**src/design/cpc_div_cell.sv**
```systemverilog
module cpc_div_cell #(
   parameter int DW = 22,
   parameter int QW = 24
) (
   input  logic          clock,
   input  logic [DW-1:0] src_den,
   input  logic [DW-1:0] src_rem,
   input  logic [QW-1:0] src_low,
   input  logic [QW-1:0] src_quo,
   output logic [DW-1:0] dst_den,
   output logic [DW-1:0] dst_rem,
   output logic [QW-1:0] dst_low,
   output logic [QW-1:0] dst_quo
);
   logic [DW-1:0] den_ff, den_in;
   logic [DW-1:0] rem_ff, rem_in;
   logic [QW-1:0] low_ff, low_in;
   logic [QW-1:0] quo_ff, quo_in;
   logic [DW:0]   shifted;
   logic [DW:0]   diff;
   logic          take;

   // shift in the next numerator bit, subtract the divisor when it fits
   assign shifted = {src_rem, src_low[QW-1]};
   assign take    = shifted >= {1'b0, src_den};
   assign diff    = shifted - {1'b0, src_den};

   always_comb begin
      den_in = src_den;
      rem_in = take ? diff[DW-1:0] : shifted[DW-1:0];
      low_in = {src_low[QW-2:0], 1'b0};
      quo_in = {src_quo[QW-2:0], take};
   end

   always_ff @(posedge clock) begin
      den_ff <= den_in;
      rem_ff <= rem_in;
      low_ff <= low_in;
      quo_ff <= quo_in;
   end

   assign dst_den = den_ff;
   assign dst_rem = rem_ff;
   assign dst_low = low_ff;
   assign dst_quo = quo_ff;

endmodule

```
**config.mk**
```make
export PLATFORM = sky130hd
export DESIGN_NAME = cpc_div_cell
export DESIGN_NICKNAME = d
export VERILOG_FILES = /design/src/design/cpc_div_cell.sv
export SDC_FILE = /design/constraint.sdc
export NUM_CORES = 1
export LEC_CHECK = 0
export ABC_AREA = 1
export BUFFER_PORTS_ARGS = -buffer_cell sky130_fd_sc_hd__buf_4
export CAP_MARGIN = 0
export CORE_MARGIN = 3
export CORE_UTILIZATION = 35
export CTS_CLUSTER_DIAMETER = 30
export DETAILED_ROUTE_END_ITERATION = 7
export PLACE_DENSITY_LB_ADDON = 0.05
export SLEW_MARGIN = 20
export SYNTH_ARGS = -nofsm -noshare
export SYNTH_HDL_FRONTEND = slang
export SYNTH_SLANG_ARGS = --single-unit
```
**constraint.sdc**
```tcl
create_clock -name clock -period 2.4 [get_ports clock]
set_input_delay 0.48 -clock clock [delete_from_list [all_inputs] [get_ports clock]]
set_output_delay 0.48 -clock clock [all_outputs]
set_load 0.03 [all_outputs]
```
* After elaboration in Yosys (flattened, before gate mapping)
Cells that the tools add are included.
** Storage, ports and cells
- Bits in latches :: 0
- Memory bits (read-only) :: 0
- RAM bits :: 0
- Input port bits :: 93
- Flip-flop bits (word level) :: 91
- Memories :: 0
** Cells by class
- Eq/ne operators :: 0
- Divide/modulo/power cells :: 0
- Add/subtract/negate cells :: 1
- Reduce and logical (&&, ||, !) cells :: 0
- $lt $le $gt $ge :: 1
- Multiplexer cells :: 1
- $mul :: 0
- Shift operators :: 0
- Bitwise gates (word level) :: 0
** Operator list (count)
- $ge A23 B22 Y1 :: 1
- $mux W22 :: 1
- $sub A22 B22 Y22 :: 1

* Depth between registers and ports, before layout
Gate-level depths: netlist (run 1).
- Depth after elaboration :: 2
- Depth in mapped cells :: 14
- Depth with buffers taken out :: 13

* Worst setup path before layout (run 1)
Ideal clock, no wire load.
- Path kind :: input to register
- Start point :: input src_low[23]
- End point :: register rem_ff[16] (netlist: dst_rem[16])
- Arrival time :: 1804 ps
- Library setup time :: 113 ps
- Buffers on the path :: 0
- Required time :: 2287 ps
- Cell stages on the path :: 12
- Setup slack :: 483 ps
- Cells stage by stage :: inv_1 ha_1 inv_1 fa_1 nand3_1 nand3_1 nand2_1 nand3_1 nand2_1 nand3b_1 nand3_1 nand2_1
** On the way
- Word-level cells in the longest chain between the ends :: 2
- Elaborated cells between the ends (all ways) :: 3
** Ends and longest elaborated chain
- from (decl) :: line 8 : input logic [QW-1:0] src_low,
- $sub A22 B22 Y22 / $ge A23 B22 Y1 (equally long branches) :: line 26, 25
- $mux W22 (*) :: line 30 : rem_in = take ? diff[DW-1:0] : shifted[DW-1:0];
- via rem_in[16] :: line 16 : logic [DW-1:0] rem_ff, rem_in;
- to (signal assigned) :: line 37 : rem_ff <= rem_in;
- to (decl) :: line 16
The timed path passes the listed nets; every way through them passes the cells marked *.

* Worst setup path after layout (run 1)
Ends and elaborated chain as after synthesis.

==> results.cfg, run 1 <==
[global_routing]
use_met3_pct = 4.40
grt_pass1_wl_mm = 17.4
grt_use_met2_pct = 29.2
grt_overflow = 0
met1_usage_pct = 21.7
grt_max_degree = 19
grt.total_usage_pct = 17.5
antenna_found_initial = 0
grt_pass1_vias = 3490
busiest_layer = met2

[yosys]
synth_xor_xnor_area_share_pct = 2.01
yosys.area_share.simple_pct = 29.1
syn_nets = 617
synth-seq-cells = 91
avgSynthCellArea_um2 = 7.83
synth_compound_area_share_pct = 4.34
synth.area.mux_share_pct = 0
netlist_area_um2 = 3930
ys_types = 29
synth_top_family_by_area = simple AND/OR/NAND/NOR gates
yosysWarnings = 0
synthAdderAreaFrac_pct = 7.52
synthCells = 501
yosysSeqAreaShare_pct = 46.4

[clock_network]
cts.htree.levels = 3
cts_buffer_depth = 2
cts_resized = 0
cts_buffers = 9
clkSinkCount = 91
clk_pin_slew_ns = 0.09
cts_hold_buf = 0
post_cts_buffers = 0
cts_tree = done
ctsRootBufferMaster = clkbuf_8

[setup_path]
worstPathMaxFanout = 4
arrival_ns = 2.16
crit_type = input port to register
startpoint_type = input port
crit_path_end_kind = register
required_ns = 2.66

[run_status]
status = completed

[power_and_ir_drop]
p_sw_share_pct = 33.1
p_int_mw = 2.62
p_per_area_nw_per_um2 = 690
p_clk_share_pct = 27.8
power.total_mw = 3.92
leakage_nw = 3.12
pwr-share-comb_pct = 29.3
power_frac_seq_pct = 42.9
vdd.ir_drop.worst_mv = 0.351
switchingPower_mw = 1.30

[route]
wirelength_mm = 10.9
drc_errors = 0
drt_iter0_markers = 131
vias = 3609
wire_per_inst_um = 13.0
dr.pass1.iters = 4
vias_per_cell = 4.30
postRouteAntennaNets = 0

[final_layout]
fin_nets = 810
drive_gt1_share_pct = 34.3
antennaDiodeCount = 0
design_area_um2 = 5670
syn_to_final_growth_pct = 44.5
nFillCells = 1122

[placement]
place_hpwl_mm = 9.04
portBuffers = 182
dpl-instance-area_um2 = 5460
gpl.final_weighted_congestion = 0.876

[sta]
rsz0062_at_grt = no
setup_tns_ns = 0
drv_slew = 0
min_period_ns = 1.89
finalSetupViolCount = 0
max_freq_mhz = 528
fin_crit_sh_pct = 78.9
hold_viol = 0

[flow_run]
cap_viol_max_count = 0

[floorplanning]
dieWidth_um = 112
core_um2 = 10900
top_level_ports = 185
start_util_pct = 36.0
die_area_um2 = 12500
die_h_um = 112
rows = 38

[hold_path]
min_path_type = input port to register
cell usage after synthesis (all sizes together):
cell    number  share of area [%]
nand2      166                 17
inv         94                9.0
dfxtp       91                 46
nand3       45                6.2
nor2        27                3.4
ha          22                7.0
a21oi       13                1.9
o21ai        9                1.8
xor2         9                2.0
buf          6                1.6
nand3b       5               0.96
nand4        4                1.0
nor3         4               0.51
o21bai       2               0.38
and2         1               0.16
conb         1              0.096
fa           1               0.51
o21a         1               0.19
stage by stage:
stage          instances  worst slack, ns  hold slack (ns)  utilization [%]
2_1_floorplan        501            0.483            0.508                -
3_3_place_gp         823            0.174            0.585             50.2
3_5_place_dp         823            0.147            0.586             50.2
4_1_cts              839            0.532            0.177             52.1
5_1_grt              839            0.405            0.166             52.1
6_report             839            0.506            0.201             52.1
per-layer routing:
layer,up-vias,share of wire (%)
li1,1911,-
met5,-,0
met4,0,1.7
met2,119,47
met3,12,6.5
met1,1567,45
registers in the layout (all words and copies together) (netlist names):
signal,flops
dst_quo,24
dst_low,23
dst_den,22
dst_rem,22
power by group through the flow:
stage	clock network (mW)	registers, mW	logic (mW)
after global routing	1.20	1.69	1.25
after detailed placement	0	1.71	1.16
final	1.09	1.68	1.15
after global placement	0	1.71	1.15
after floorplan	0	1.99	0.433
after CTS	1.13	1.68	1.16
cell usage in the layout, fill, tap and decap left out, types with 4 or more instances in the layout:
cell type,n
ha_1,22
dfxtp_1,91
nor2_1,20
o21ai_2,7
xor2_1,9
nand2_1,152
nor3_1,4
nor2_2,4
clkbuf_8,10
nand3_1,41
a21oi_1,12
nand3b_1,5
nand3_2,4
buf_4,187
inv_1,92
nand2_2,14
cell families (layout without fill, tap and decap cells):
group | after synthesis | count (layout)
other | 1 | 1
adder cells (fa/ha/maj) | 23 | 23
flip-flops | 91 | 91
buffers and inverters | 100 | 298
AND/OR/NAND/NOR | 252 | 252
AO/OA/AOI/OAI | 25 | 25
XOR/XNOR | 9 | 9
area by class of cell:
| class | count | area [µm²] | share of cell area (%) |
|---|---|---|---|
| repair buffers | 188 | 1420 | 25.1 |
| inverters | 94 | 353 | 6.22 |
| clock inverters | 6 | 71.3 | 1.26 |
| well taps | 140 | 175 | 3.09 |
| clock buffers | 10 | 138 | 2.43 |
| multi-input cells | 310 | 1690 | 29.8 |
| flip-flops and latches | 91 | 1820 | 32.1 |
final timing paths:
kind / endpoint / slack (ns) / startpoint / cells past startpoint
worst min-delay path: dst_quo[15] / 0.20 / src_quo[14] / 1
worst max-delay path: dst_rem[16] / 0.51 / src_low[23] / 13
worst max-delay path, cell delays in order:
cell,delay [ns]
buf_4,0.11
inv_1,0.06
ha_1,0.14
inv_1,0.08
fa_1,0.41
nand3_1,0.10
nand3_1,0.15
nand2_1,0.10
nand3_1,0.16
nand2_1,0.16
nand3b_1,0.08
nand3_1,0.09
nand2_1,0.05
Power figures use the tool's default switching activity.
==> inputs of run 2 (changes only) <==
- ABC_AREA: 1 -> 0
- clock period: 2.4 -> 1.65 ns (I/O delays scaled with it)
==> run 2 against run 1 <==
The flow now finishes with violations (negative setup slack). Largest cell class is now buffers. Non-clock buffer count increased by 75. Largest power group unchanged. Clock power increased by 46%. Combinational power increased by 72%. Critical endpoint is now dst_rem[1]. Critical path depth decreased by 3. Flip-flop and latch count unchanged.
==> results.cfg, run 2 <==
[global_routing]
grt_overflow = 0
grt_max_degree = 18
antenna_found_initial = 0
grt.total_usage_pct = 17.7
grt_pass1_vias = 3412
grt_pass1_wl_mm = 16.0

[sta]
hold_viol = 0
min_period_ns = 2.11
max_freq_mhz = 473
rsz0062_at_grt = yes
setup_ws_ns = -0.464
drv_slew = 0
fin_crit_sh_pct = 128
timing.hold.ws_ns = 0.0586
finalSetupViolCount = 23

[route]
drc_errors = 0
wire_per_inst_um = 14.0
wirelength_mm = 10.3
postRouteAntennaNets = 0
dr.pass1.iters = 4
vias_per_cell = 4.56
dr_wl_met3_um = 788
drt_iter0_markers = 96
vias = 3366
wl_met1_mm = 4.30
top_layer_used = met4
route.met2.wl_mm = 5.13

[final_layout]
final_core_util_pct = 61.8
nFillCells = 858
drive_gt1_share_pct = 54.0
layout_commonest_cell = buf_4
instances_no_fill = 738
largest_register_ff_count = 24
antennaDiodeCount = 0
fin_nets = 716
layout_common_cells = buf_4 (253), dfxtp_1 (91), a21oi_1 (24)
syn_to_final_growth_pct = 70.2

[yosys]
netlist_area_um2 = 3580
ys_types = 54
synth-seq-cells = 91
yosys-top-cells-area = dfxtp_1 (51%), ha_1 (7.7%), mux2_4 (7.1%), a21oi_1 (3.6%), inv_1 (3.0%)
ys.flop_type = dfxtp_1
yosysSeqAreaShare_pct = 50.9
syn_nets = 455
synth_edf_count = 0
synthCells = 339
yosysWarnings = 0
avgSynthCellArea_um2 = 10.6
yosys.area.top_type_share_pct = 50.9
yosysTopAreaCell = dfxtp_1
synth_most_common_cell = dfxtp_1
synth_common_cells = dfxtp_1 (91), inv_1 (29), a21oi_1 (26), nand2_1 (23), ha_1 (22)
synthArstFlopShare_pct = 0

[clock_network]
cts_buffers = 9
clkSinkCount = 91
cts_hold_buf = 0
cts.htree.levels = 3
clk_pin_slew_ns = 0.10
cts_buffer_depth = 2
cts_tree = done
ctsRootBufferMaster = clkbuf_8

[setup_path]
cp_slowest_cell = a2111oi_4
critPathLaunch = src_den[14]
crit_path_end_kind = register
arrival_ns = 2.37
worstPathMaxFanout = 16
critPathMaxStageDelay_ns = 0.34
required_ns = 1.90
crit_chain = buf_8, inv_8, ha_4, nand4_1, or3_1, a211o_1, a2111oi_4, nor2_2, buf_12, mux2_1
crit_type = input port to register
startpoint_type = input port

[power_and_ir_drop]
power_frac_seq_pct = 40.8
p_int_mw = 4.10
p_clk_share_pct = 26.4
leakage_nw = 2.96
pwr-share-comb_pct = 32.9
p_sw_share_pct = 32.1
p_per_area_nw_per_um2 = 989
vdd.ir_drop.worst_mv = 0.511
power.total_mw = 6.03
switchingPower_mw = 1.93

[floorplanning]
die_h_um = 107
dieWidth_um = 107
die_area_um2 = 11500
top_level_ports = 185
start_util_pct = 36.3
rows = 36
core_um2 = 9860

[flow_run]
cap_viol_max_count = 0

[placement]
placed_cells = 719
gpl.final_weighted_congestion = 0.898
portBuffers = 182
place_hpwl_mm = 8.39

[hold_path]
min_path_type = input port to register
hp-start = src_den[12]

[run_status]
status = finished, violations left
failed_checks = negative setup slack
[run 2: cell count changes after synthesis, moves of 5 or more]
| cell | before | now |
|---|---|---|
| nand2_1 | 152 | 23 |
| inv_1 | 92 | 29 |
| nand3_1 | 41 | 3 |
| mux2_4 | 0 | 17 |
| a21oi_1 | 12 | 26 |
| nand2_2 | 14 | 1 |
| o21ai_0 | 0 | 10 |
| nor2_1 | 20 | 12 |
| o21ai_2 | 7 | 0 |
| xnor2_1 | 0 | 7 |
| clkbuf_1 | 0 | 6 |
| a21o_1 | 0 | 5 |
[run 2: power by group through the flow]
stage	Combinational, mW	Sequential, mW	Clock [mW]
6_report	1.98	2.46	1.59
5_1_grt	2.13	2.48	1.72
4_1_cts	1.98	2.46	1.64
3_5_place_dp	1.95	2.51	0
3_3_place_gp	1.93	2.51	0
2_1_floorplan	0.684	2.93	0
[run 2: worst paths after layout]
kind / to / slack (ns) / cells past startpoint
max: dst_rem[1] / -0.46 / 10
min: dst_den[12] / 0.06 / 1
[run 2: metal layers]
metal / vias to the layer above / global-route usage, %
met5: - / 0
met2: 117 / 30.9
met4: 0 / 5.48
met1: 1542 / 21.3
met3: 11 / 4.15
li1: 1696 / -
[run 2: cell families after synthesis]
| logic type | count (synthesis) | share of synthesized area [%] |
|---|---|---|
| flops | 91 | 50.9 |
| compound gates | 72 | 13.0 |
| simple gates | 71 | 10.0 |
| buf+inv | 43 | 5.17 |
| fa+ha+maj | 23 | 8.24 |
| mux | 23 | 8.94 |
| xor+xnor | 15 | 3.67 |
| other cells | 1 | 0.105 |
[run 2: worst max-delay path, delay by kind of cell]
kind | cells | cell delay [ns]
AOI/OAI and AO/OA | 2 | 0.63
and+or+nand+nor | 3 | 0.55
muxes | 1 | 0.31
buffers and inverters | 3 | 0.28
adders and majority gates | 1 | 0.25
[run 2: repair_timing]
item	CTS	global route
buffers inserted	2	2
pin swaps	3	1
endpoints found under the setup margin	23	23
gates resized for setup	13	9
[run 2: layout make-up]
type	count	area, µm²	area share, %
Clock buffer	9	124	2.03
Inverter	30	135	2.22
Tap cell	133	166	2.73
Multi-Input combinational cell	205	1740	28.5
Clock inverter	7	88.8	1.46
Sequential cell	91	1820	29.9
Timing Repair Buffer	263	2020	33.2
[run 2: metrics by stage]
step	TNS (ns)	worst slack, ns	cell area [µm²]
detailed placement	-22.13	-1.00	5770
CTS	-9.38	-0.448	6040
global placement	-20.92	-0.951	5770
floorplan	-18.45	-0.852	3750
global route	-11.07	-0.520	6100
finish	-9.75	-0.464	6100
