File: src/design/cpc_pkg.sv
package cpc_pkg;

   // square root chain: radicand is the squared distance scaled by 2^20
   localparam int RadicandW = 62;
   localparam int RootW     = 31;
   localparam int RemW      = 33;

   localparam int SqrtCells    = 31;
   localparam int ContactCells = 24;
   localparam int NormalCells  = 15;
   localparam int ContactDw    = 22;
   localparam int NormalDw     = 32;

   // request data that rides along the square root chain
   typedef struct packed {
      logic        hit;
      logic        sx;
      logic        sy;
      logic [20:0] mx;
      logic [20:0] my;
      logic [20:0] r;
      logic        cneg_x;
      logic        cneg_y;
   } side_a_type;

   // request data that rides along the normal divider chain
   typedef struct packed {
      logic               hit;
      logic               sx;
      logic               sy;
      logic               nzero;
      logic [20:0]        depth;
      logic signed [23:0] cx;
      logic signed [23:0] cy;
   } side_b_type;

endpackage

File: src/design/cpc_sqrt_cell.sv
module cpc_sqrt_cell (
   input  logic                          clock,
   input  logic [cpc_pkg::RadicandW-1:0] src_rad,
   input  logic [cpc_pkg::RemW-1:0]      src_rem,
   input  logic [cpc_pkg::RootW-1:0]     src_root,
   output logic [cpc_pkg::RadicandW-1:0] dst_rad,
   output logic [cpc_pkg::RemW-1:0]      dst_rem,
   output logic [cpc_pkg::RootW-1:0]     dst_root
);
   import cpc_pkg::*;

   logic [RadicandW-1:0] rad_ff, rad_in;
   logic [RemW-1:0]      rem_ff, rem_in;
   logic [RootW-1:0]     root_ff, root_in;
   logic [RemW+1:0]      trial_rem;
   logic [RemW+1:0]      trial_sub;
   logic [RemW+1:0]      diff;
   logic                 take;

   // bring down the next two radicand bits and try the next root bit
   assign trial_rem = {src_rem, src_rad[RadicandW-1 -: 2]};
   assign trial_sub = {2'b00, src_root, 2'b01};
   assign take      = trial_rem >= trial_sub;
   assign diff      = trial_rem - trial_sub;

   always_comb begin
      rad_in  = {src_rad[RadicandW-3:0], 2'b00};
      rem_in  = take ? diff[RemW-1:0] : trial_rem[RemW-1:0];
      root_in = {src_root[RootW-2:0], take};
   end

   always_ff @(posedge clock) begin
      rad_ff  <= rad_in;
      rem_ff  <= rem_in;
      root_ff <= root_in;
   end

   assign dst_rad  = rad_ff;
   assign dst_rem  = rem_ff;
   assign dst_root = root_ff;

endmodule

File: config.mk
export PLATFORM = sky130hd
export DESIGN_NAME = cpc_sqrt_cell
export DESIGN_NICKNAME = d
export VERILOG_FILES = /design/src/design/cpc_pkg.sv /design/src/design/cpc_sqrt_cell.sv
export SDC_FILE = /design/constraint.sdc
export NUM_CORES = 1
export LEC_CHECK = 0
export BUFFER_PORTS_ARGS = -buffer_cell sky130_fd_sc_hd__buf_2
export CAP_MARGIN = 0
export CELL_PAD_IN_SITES_DETAIL_PLACEMENT = 2
export CELL_PAD_IN_SITES_GLOBAL_PLACEMENT = 2
export CORE_UTILIZATION = 29
export CTS_BUF_LIST = sky130_fd_sc_hd__clkbuf_8 sky130_fd_sc_hd__clkbuf_16
export DETAILED_ROUTE_END_ITERATION = 7
export GPL_ROUTABILITY_DRIVEN = 0
export MAX_ROUTING_LAYER = met4
export PLACE_DENSITY = 0.83
export SLEW_MARGIN = 20
export SYNTH_ARGS = -nofsm -noshare
export SYNTH_HDL_FRONTEND = slang
export SYNTH_SLANG_ARGS = --single-unit
File: constraint.sdc
create_clock -name clock -period 5.9 [get_ports clock]
set_input_delay 0.885 -clock clock [delete_from_list [all_inputs] [get_ports clock]]
set_output_delay 0.885 -clock clock [all_outputs]
set_load 0.01 [all_outputs]
# ---- Yosys cells after proc, flatten, opt, wreduce, memory -nomap -nowiden
# Index checks and enable logic that the tools add are counted.
dict set report totals {
  ff_bits 124
  inputBits 127
  out_inout_bits 126
  wordCells 6
}
dict set report classes {
  add_sub_neg 1
  magnitude_cmp 1
  muxes 1
}
# operator n
set ops {}
lappend ops {{$ge 35x33->1} 1}
lappend ops {{$mux 33} 1}
lappend ops {{$sub 33x33->33} 1}

# ---- Longest topological paths before layout
# Gate-level depths: netlist of run 1.
dict set report logic_depth {
  word_depth 2
  depth_mapped 14
  mapped_depth_nobuf 10
}

# ---- Least setup slack after synthesis of run 1
# Ideal clock, no wire load.
dict set report synth_timing {
  kind {input-to-reg}
  startpoint {in src_root[30] (netlist name)}
  endpoint {reg rem_ff[10], in the netlist dst_rem[10]}
  setup_time_ps 121
  arrival_ps 3046
  required_time_ps 5779
  setup_slack_ps 2733
  cell_stages 12
  n_path_buf 3
  cell_sequence {inv_1 ha_1 nor3b_2 nand4_1 or4_1 o21a_1 buf_6 o21a_4 buf_12 inv_12 buf_12 mux2_4}
}
dict set report synth_between {
  elab_chain_len 2
}
# item line_no
set synth_rtl {}
lappend synth_rtl {{start: declaration} cpc_sqrt_cell.sv:5} ;# input logic [cpc_pkg::RootW-1:0] src_root,
lappend synth_rtl {{$ge 35x33->1} cpc_sqrt_cell.sv:23} ;# assign take = trial_rem >= trial_sub;
lappend synth_rtl {{$mux 33} cpc_sqrt_cell.sv:28} ;# rem_in = take ? diff[RemW-1:0] : trial_rem[RemW-1:0];
lappend synth_rtl {{named net rem_in[10]} cpc_sqrt_cell.sv:13} ;# logic [RemW-1:0] rem_ff, rem_in;
lappend synth_rtl {{end signal: assignment} cpc_sqrt_cell.sv:34} ;# rem_ff <= rem_in;
lappend synth_rtl {{end: declaration} cpc_sqrt_cell.sv:13}
# The timed path passes the listed nets, and every way through them passes these cells.

# ---- Worst setup path in the final report of run 1
dict set report layout_timing {
  startpoint {in src_root[12] (netlist name)}
  endpoint {reg rem_ff[7], in the netlist dst_rem[7]}
}
# The elaborated chain is that of the path after synthesis.

==> results of run 1 <==
==> kinds of logic (layout without fill, tap and decap cells) <==
family / after synthesis / count (layout) / share of synthesized area (%)
compound gates: 127 / 127 / 16.9
xor+xnor: 24 / 24 / 4.00
fa+ha+maj: 33 / 33 / 7.86
buf+inv: 65 / 332 / 6.36
flops: 124 / 124 / 47.3
mux: 28 / 28 / 7.20
other cells: 1 / 4 / 0.0714
simple gates: 111 / 111 / 10.3
==> per-stage QoR <==
| stage | total power, uW | cell area, sq um | hold slack, ps | util [%] | setup slack (ps) |
|---|---|---|---|---|---|
| global route | 2620 | 7240 | 551 | 41.4 | 2480 |
| floorplan | 1270 | 5250 | 913 | - | 2730 |
| global placement | 1460 | 6660 | 988 | 38.1 | 2310 |
| CTS | 2530 | 7240 | 551 | 41.4 | 2580 |
| finish | 2510 | 7240 | 556 | 41.4 | 2590 |
| detailed placement | 1480 | 6660 | 989 | 38.1 | 2170 |
==> Yosys cell counts (all sizes together), types with 2 or more instances <==
cell,instances
a2111oi,3
a211o,4
a211oi,5
a21boi,2
a21o,4
a21oi,41
a221oi,3
a31oi,2
and2,2
and3,4
buf,12
clkbuf,2
dfxtp,124
ha,33
inv,51
mux2,24
mux2i,4
nand2,30
nand2b,6
nand3,12
nand4,7
nor2,27
nor2b,2
nor3,11
nor4,5
o2111ai,3
o211ai,11
o21a,8
o21ai,23
o21bai,5
o31a,2
o31ai,6
xnor2,22
xor2,2
==> cells in the final DEF, fill, tap and decap left out, drive strengths merged, types with 5 or more instances in the layout <==
master,count
a211oi,5
a21oi,41
buf,250
clkbuf,18
clkinv,6
dfxtp,124
ha,33
inv,53
mux2,24
nand2,30
nand2b,6
nand3,12
nand4,7
nor2,27
nor3,11
nor4,5
o211ai,11
o21a,8
o21ai,23
o21bai,5
o31ai,6
xnor2,22
==> report_power, final <==
group          total (uW)  switching, uW  internal, uW
sequential            944           22.7           921
clock                1040            412           632
combinational         521            291           230
total                2510            726          1780
==> worst max-delay path, cell delays in order <==
cell       delay, ps
buf_2             90
inv_1             40
ha_1             440
nand4_2          230
nor2_1           230
nand3_1          150
o2111ai_2        360
a41oi_4          280
o21a_4           350
inv_12           170
mux2_2           370
==> worst paths after layout <==
path	depth (start not counted)	start	slack [ps]	to
setup / recovery	11	src_root[12]	2590	dst_rem[7]
hold / removal	1	src_rad[1]	560	dst_rad[3]
==> routing by layer <==
metal  vias up  global-route usage [%]  wire length [um]
li1       2309                       -                 -
met1      2356                    21.9              7210
met2       198                    41.5             10700
met3        30                    4.93              1310
met4         0                    9.01               458
met5         -                       -                 0
==> state kept, by name (all words and copies together), names as in the netlist <==
register  flops
dst_root     31
dst_rad      60
dst_rem      33
==> cell type report <==
cell class	count	area (sq um)	share of cell area (%)
Sequential cell	124	2480	34.3
Multi-Input combinational cell	325	2440	33.7
Timing Repair Buffer	250	1250	17.3
Clock buffer	18	439	6.06
Tap cell	225	282	3.89
Inverter	51	204	2.82
Clock inverter	13	141	1.95
Antenna cell	2	5.00	0.0691
==> impl_metrics.ini, run 1 <==
[outcome]
status = complete, no violations

[synth]
syn_area_sq_um = 5250
synth_edf_count = 0
ys_warn_count = 0
synth.distinct_cells = 60
ys_ff_latch = 124
synthArstFlopShare_pct = 0
synth_ff_type = dfxtp_1
synth_area_leader_cell = dfxtp_1
post-synth-top-area-fraction_pct = 47.3
avgSynthCellArea_sq_um = 10.2
yosys-top-cells-area = dfxtp_1 47%, ha_1 7.9%, mux2_4 5.1%
netlist_instances = 513
synth_seq_area_share_pct = 47.3

[clock_network]
cts_setup_buffers = 0
ctsHoldBuffers = 0
clockRootBuffer = clkbuf_16
clk_pin_slew_ps = 60
cts_made_buffers = 17
postCtsResizedCells = 0
htreeDepth = 4
cts_tree = built
clockBufferDepth = 2
cts.sinks = 124

[drt]
dr_total_vias = 4893
viasPerCell = 4.85
drtPass1Iterations = 4
drc = 0
ant_nets = 0
first_iter_violations = 159
wl_per_cell_um = 19.5
wl_mm = 19.7

[final_layout]
area_growth_pct = 37.9
nets = 929
fin_cells = 1008
drive_above_1_share_pct = 40.8
nFillCells = 1965

[sta]
timing.fmax_ghz = 0.302
setup_viol_count_final = 0
drv_slew = 0
worst_slew_pin_slew_ps = 623
hold_violations = 0
setup-tns-final_ps = 0
final.period_utilization_pct = 56.2
period_minus_slack_ps = 3310
rsz0062_at_grt = no
slew_headroom_pct = 57.4

[die]
rows = 48
die_w_um = 137
start_util_pct = 30.0
core_area_sq_um = 17500
top_level_ports = 253
die_area_sq_um = 18600
fp.dieH_um = 137

[grt]
grt.total_usage_pct = 22.1
grt_max_degree = 27
grt_first_pass_wirelength_mm = 29.8
grt_pass1_vias = 5449
antenna_found_initial = 2
overflow = 0

[power_and_ir_drop]
power.density_nw_per_um2 = 346
vdd_drop_max_mv = 0.213
power.leakage_uw = 0.00354

[setup_path]
worstSetupStartpointType = primary input
cp-end-kind = flip-flop
arrival_ps = 3630
critPathKind = primary input to flip-flop
cp_max_fo = 26
worstPathRequired_ps = 6210

[job]
cap_violations = 0

[worst_hold_path]
holdCritPathClass = primary input to flip-flop

[placement]
dp_hpwl_mm = 15.8
post-place-cells = 975
io_buffers = 250
Note: power is estimated with default switching activity, not from simulation.
==> run 2, diff against run 1 <==
ABC_AREA = 1   (was not set)
CORE_UTILIZATION = 22   (was 29)
PLACE_DENSITY = 0.72   (was 0.83)
clock period = 2.9 ns   (was 5.9 ns; I/O delays follow)
==> run 2 against run 1 <==
Net effect:
- sequential share of layout area down 3.4 points
- sequential power up 100%
- power up 110%
- global-route usage down 4.7 points
- critical path depth up 2
- wire length up 16%
- setup slack worse by 1800 ps
- critical path type unchanged
- sequential cell count unchanged
- core utilization down 10 points
- die area up 45%
==> impl_metrics.ini, run 2 <==
[synth]
yosys.area_share.simple_pct = 33.8
synth_commonest_cells = 291 x nand2_1, 156 x inv_1, 124 x dfxtp_1
synthArstFlopShare_pct = 0
synth.distinct_cells = 32
post-synth-top-area-fraction_pct = 42.7
avgSynthCellArea_sq_um = 7.15
synth_ff_type = dfxtp_1
synth_compound_area_share_pct = 2.06
netlist_instances = 814
synth_edf_count = 0
syn_area_sq_um = 5820
synth_xor_area_share_pct = 2.11
synth_area_leader_cell = dfxtp_1
synthAdderAreaFrac_pct = 7.10
ys_ff_latch = 124
yosys-top-cells-area = dfxtp_1 43%, nand2_1 19%, inv_1 10%
synth_top_family_by_area = simple AND/OR/NAND/NOR gates
yosysMostFrequentCell = nand2_1
synth.area.mux_share_pct = 0
synth_seq_area_share_pct = 42.7
ys_warn_count = 0

[worst_hold_path]
holdPathEnd = dst_rad[45]
hold_start = src_rad[43]
holdCritPathClass = primary input to flip-flop
holdPathStages = 1

[power_and_ir_drop]
seq_power_share_pct = 36.7
vdd_drop_max_mv = 0.289
power.density_nw_per_um2 = 645
p_switching_uw = 1700
switching_share_pct = 32.8
power.leakage_uw = 0.00462
p_comb_share_pct = 20.4
p_int_uw = 3480
clkPwrFrac_pct = 42.9

[clock_network]
postCtsResizedCells = 0
cts_setup_buffers = 0
ctsHoldBuffers = 0
clk_pin_slew_ps = 70
cts_made_buffers = 17
cts_tree = built
cts.sinks = 124
htreeDepth = 4
clockBufferDepth = 2
clockRootBuffer = clkbuf_16

[grt]
antenna_found_initial = 1
grt_first_pass_wirelength_mm = 34.2
grt_pass1_vias = 6301
grt_max_degree = 36
grt.total_usage_pct = 17.4
overflow = 0

[die]
core_area_sq_um = 26000
fp.dieH_um = 165
start_util_pct = 22.4
top_level_ports = 253
rows = 59
die_area_sq_um = 27100
die_w_um = 165

[setup_path]
slowest_stage = ha_1
cp_slowest_stage_delay_ps = 360
cp_max_fo = 35
worstPathRequired_ps = 3260
worstSetupStartpointType = primary input
crit_chain = buf_2 -> inv_1 -> ha_1 -> nand2_1 -> inv_2 -> nand2_2 -> nor2_2 -> nand4_1 -> nand3_2 -> nand2_4 -> nand2_8 -> nand3_1 -> nand2_1
critical-path-top-delay-family = simple AND/OR/NAND/NOR gates
critPathMostFrequentCell = nand2_1
cp-end-kind = flip-flop
arrival_ps = 2420
critPathKind = primary input to flip-flop
cp.buffers_inverters = 3

[drt]
dr_total_vias = 5952
wl_mm = 22.9
drc = 0
viasPerCell = 4.17
ant_nets = 0
drtPass1Iterations = 6
wl_per_cell_um = 16.0
first_iter_violations = 168

[placement]
dp_hpwl_mm = 18.8
place_area_sq_um = 7440
io_buffers = 250
dp_slack_ps = 378
post-place-cells = 1394

[sta]
setup-tns-final_ps = 0
setup_viol_count_final = 0
period_minus_slack_ps = 2070
setup_slack_ps = 833
drv_slew = 0
final.period_utilization_pct = 71.3
timing.fmax_ghz = 0.484
holdWs_ps = 103
hold_violations = 0
rsz0062_at_grt = no

[final_layout]
final_common_cell = nand2_1
area_growth_pct = 38.2
final_area_sq_um = 8040
nFillCells = 3190
drive_above_1_share_pct = 30.0
fin_cells = 1427
largest_register_ffs = 60
final_cell_mix = 291 x nand2_1, 250 x buf_2, 156 x inv_1
nets = 1238

[job]
cap_violations = 0

[outcome]
status = complete, no violations
## run 2: cell count changes after synthesis, sizes merged, moves of 22 or more
cell	delta
inv	+114
mux2	-24
nand2	+267
nand3	+62
o21ai	-22
## run 2: cell families after synthesis
| group | count (synthesis) |
|---|---|
| flops | 124 |
| xor+xnor | 14 |
| other cells | 1 |
| fa+ha+maj | 33 |
| compound gates | 23 |
| buf+inv | 176 |
| simple gates | 443 |
## run 2: worst max path at each step
stage,to,start,slack [ps],cells after the start
final,dst_rem[17],src_root[14],830,13
after global routing,dst_rem[17],src_root[12],680,13
after CTS,dst_rem[17],src_root[14],800,13
after detailed placement,dst_rem[17],src_root[14],380,13
after global placement,dst_rem[17],src_root[14],450,13
after floorplan,dst_rem[25],src_root[28],1020,12
## run 2: layout make-up
class / count / area (sq um) / area share (%)
inverters: 165 / 619 / 7.70
clock buffers: 17 / 425 / 5.29
flip-flops and latches: 124 / 2480 / 30.9
clock inverters: 15 / 173 / 2.15
well taps: 335 / 419 / 5.21
repair buffers: 255 / 1290 / 16.0
multi-input cells: 515 / 2630 / 32.7
diodes: 1 / 2.50 / 0.0311
## run 2: layer usage
metal,wire length [um],track usage (%),vias to the layer above
li1,-,-,2974
met1,9740,19.4,2778
met2,11500,31.3,180
met3,1330,3.57,20
met4,274,4.84,0
met5,0,-,-
## run 2: through the flow
stage,total power (uW),util [%]
3_5_place_dp,3020,28.6
5_1_grt,5480,30.9
2_1_floorplan,2550,-
3_3_place_gp,2990,28.6
6_report,5190,30.9
4_1_cts,5310,30.9
## run 2: power by group through the flow
| stage | Sequential [uW] | Clock, uW | Combinational (uW) |
|---|---|---|---|
| final | 1910 | 2230 | 1060 |
| after global routing | 1920 | 2370 | 1190 |
| after CTS | 1910 | 2320 | 1080 |
| after detailed placement | 1950 | 0 | 1070 |
| after global placement | 1940 | 0 | 1050 |
| after floorplan | 2030 | 0 | 520 |
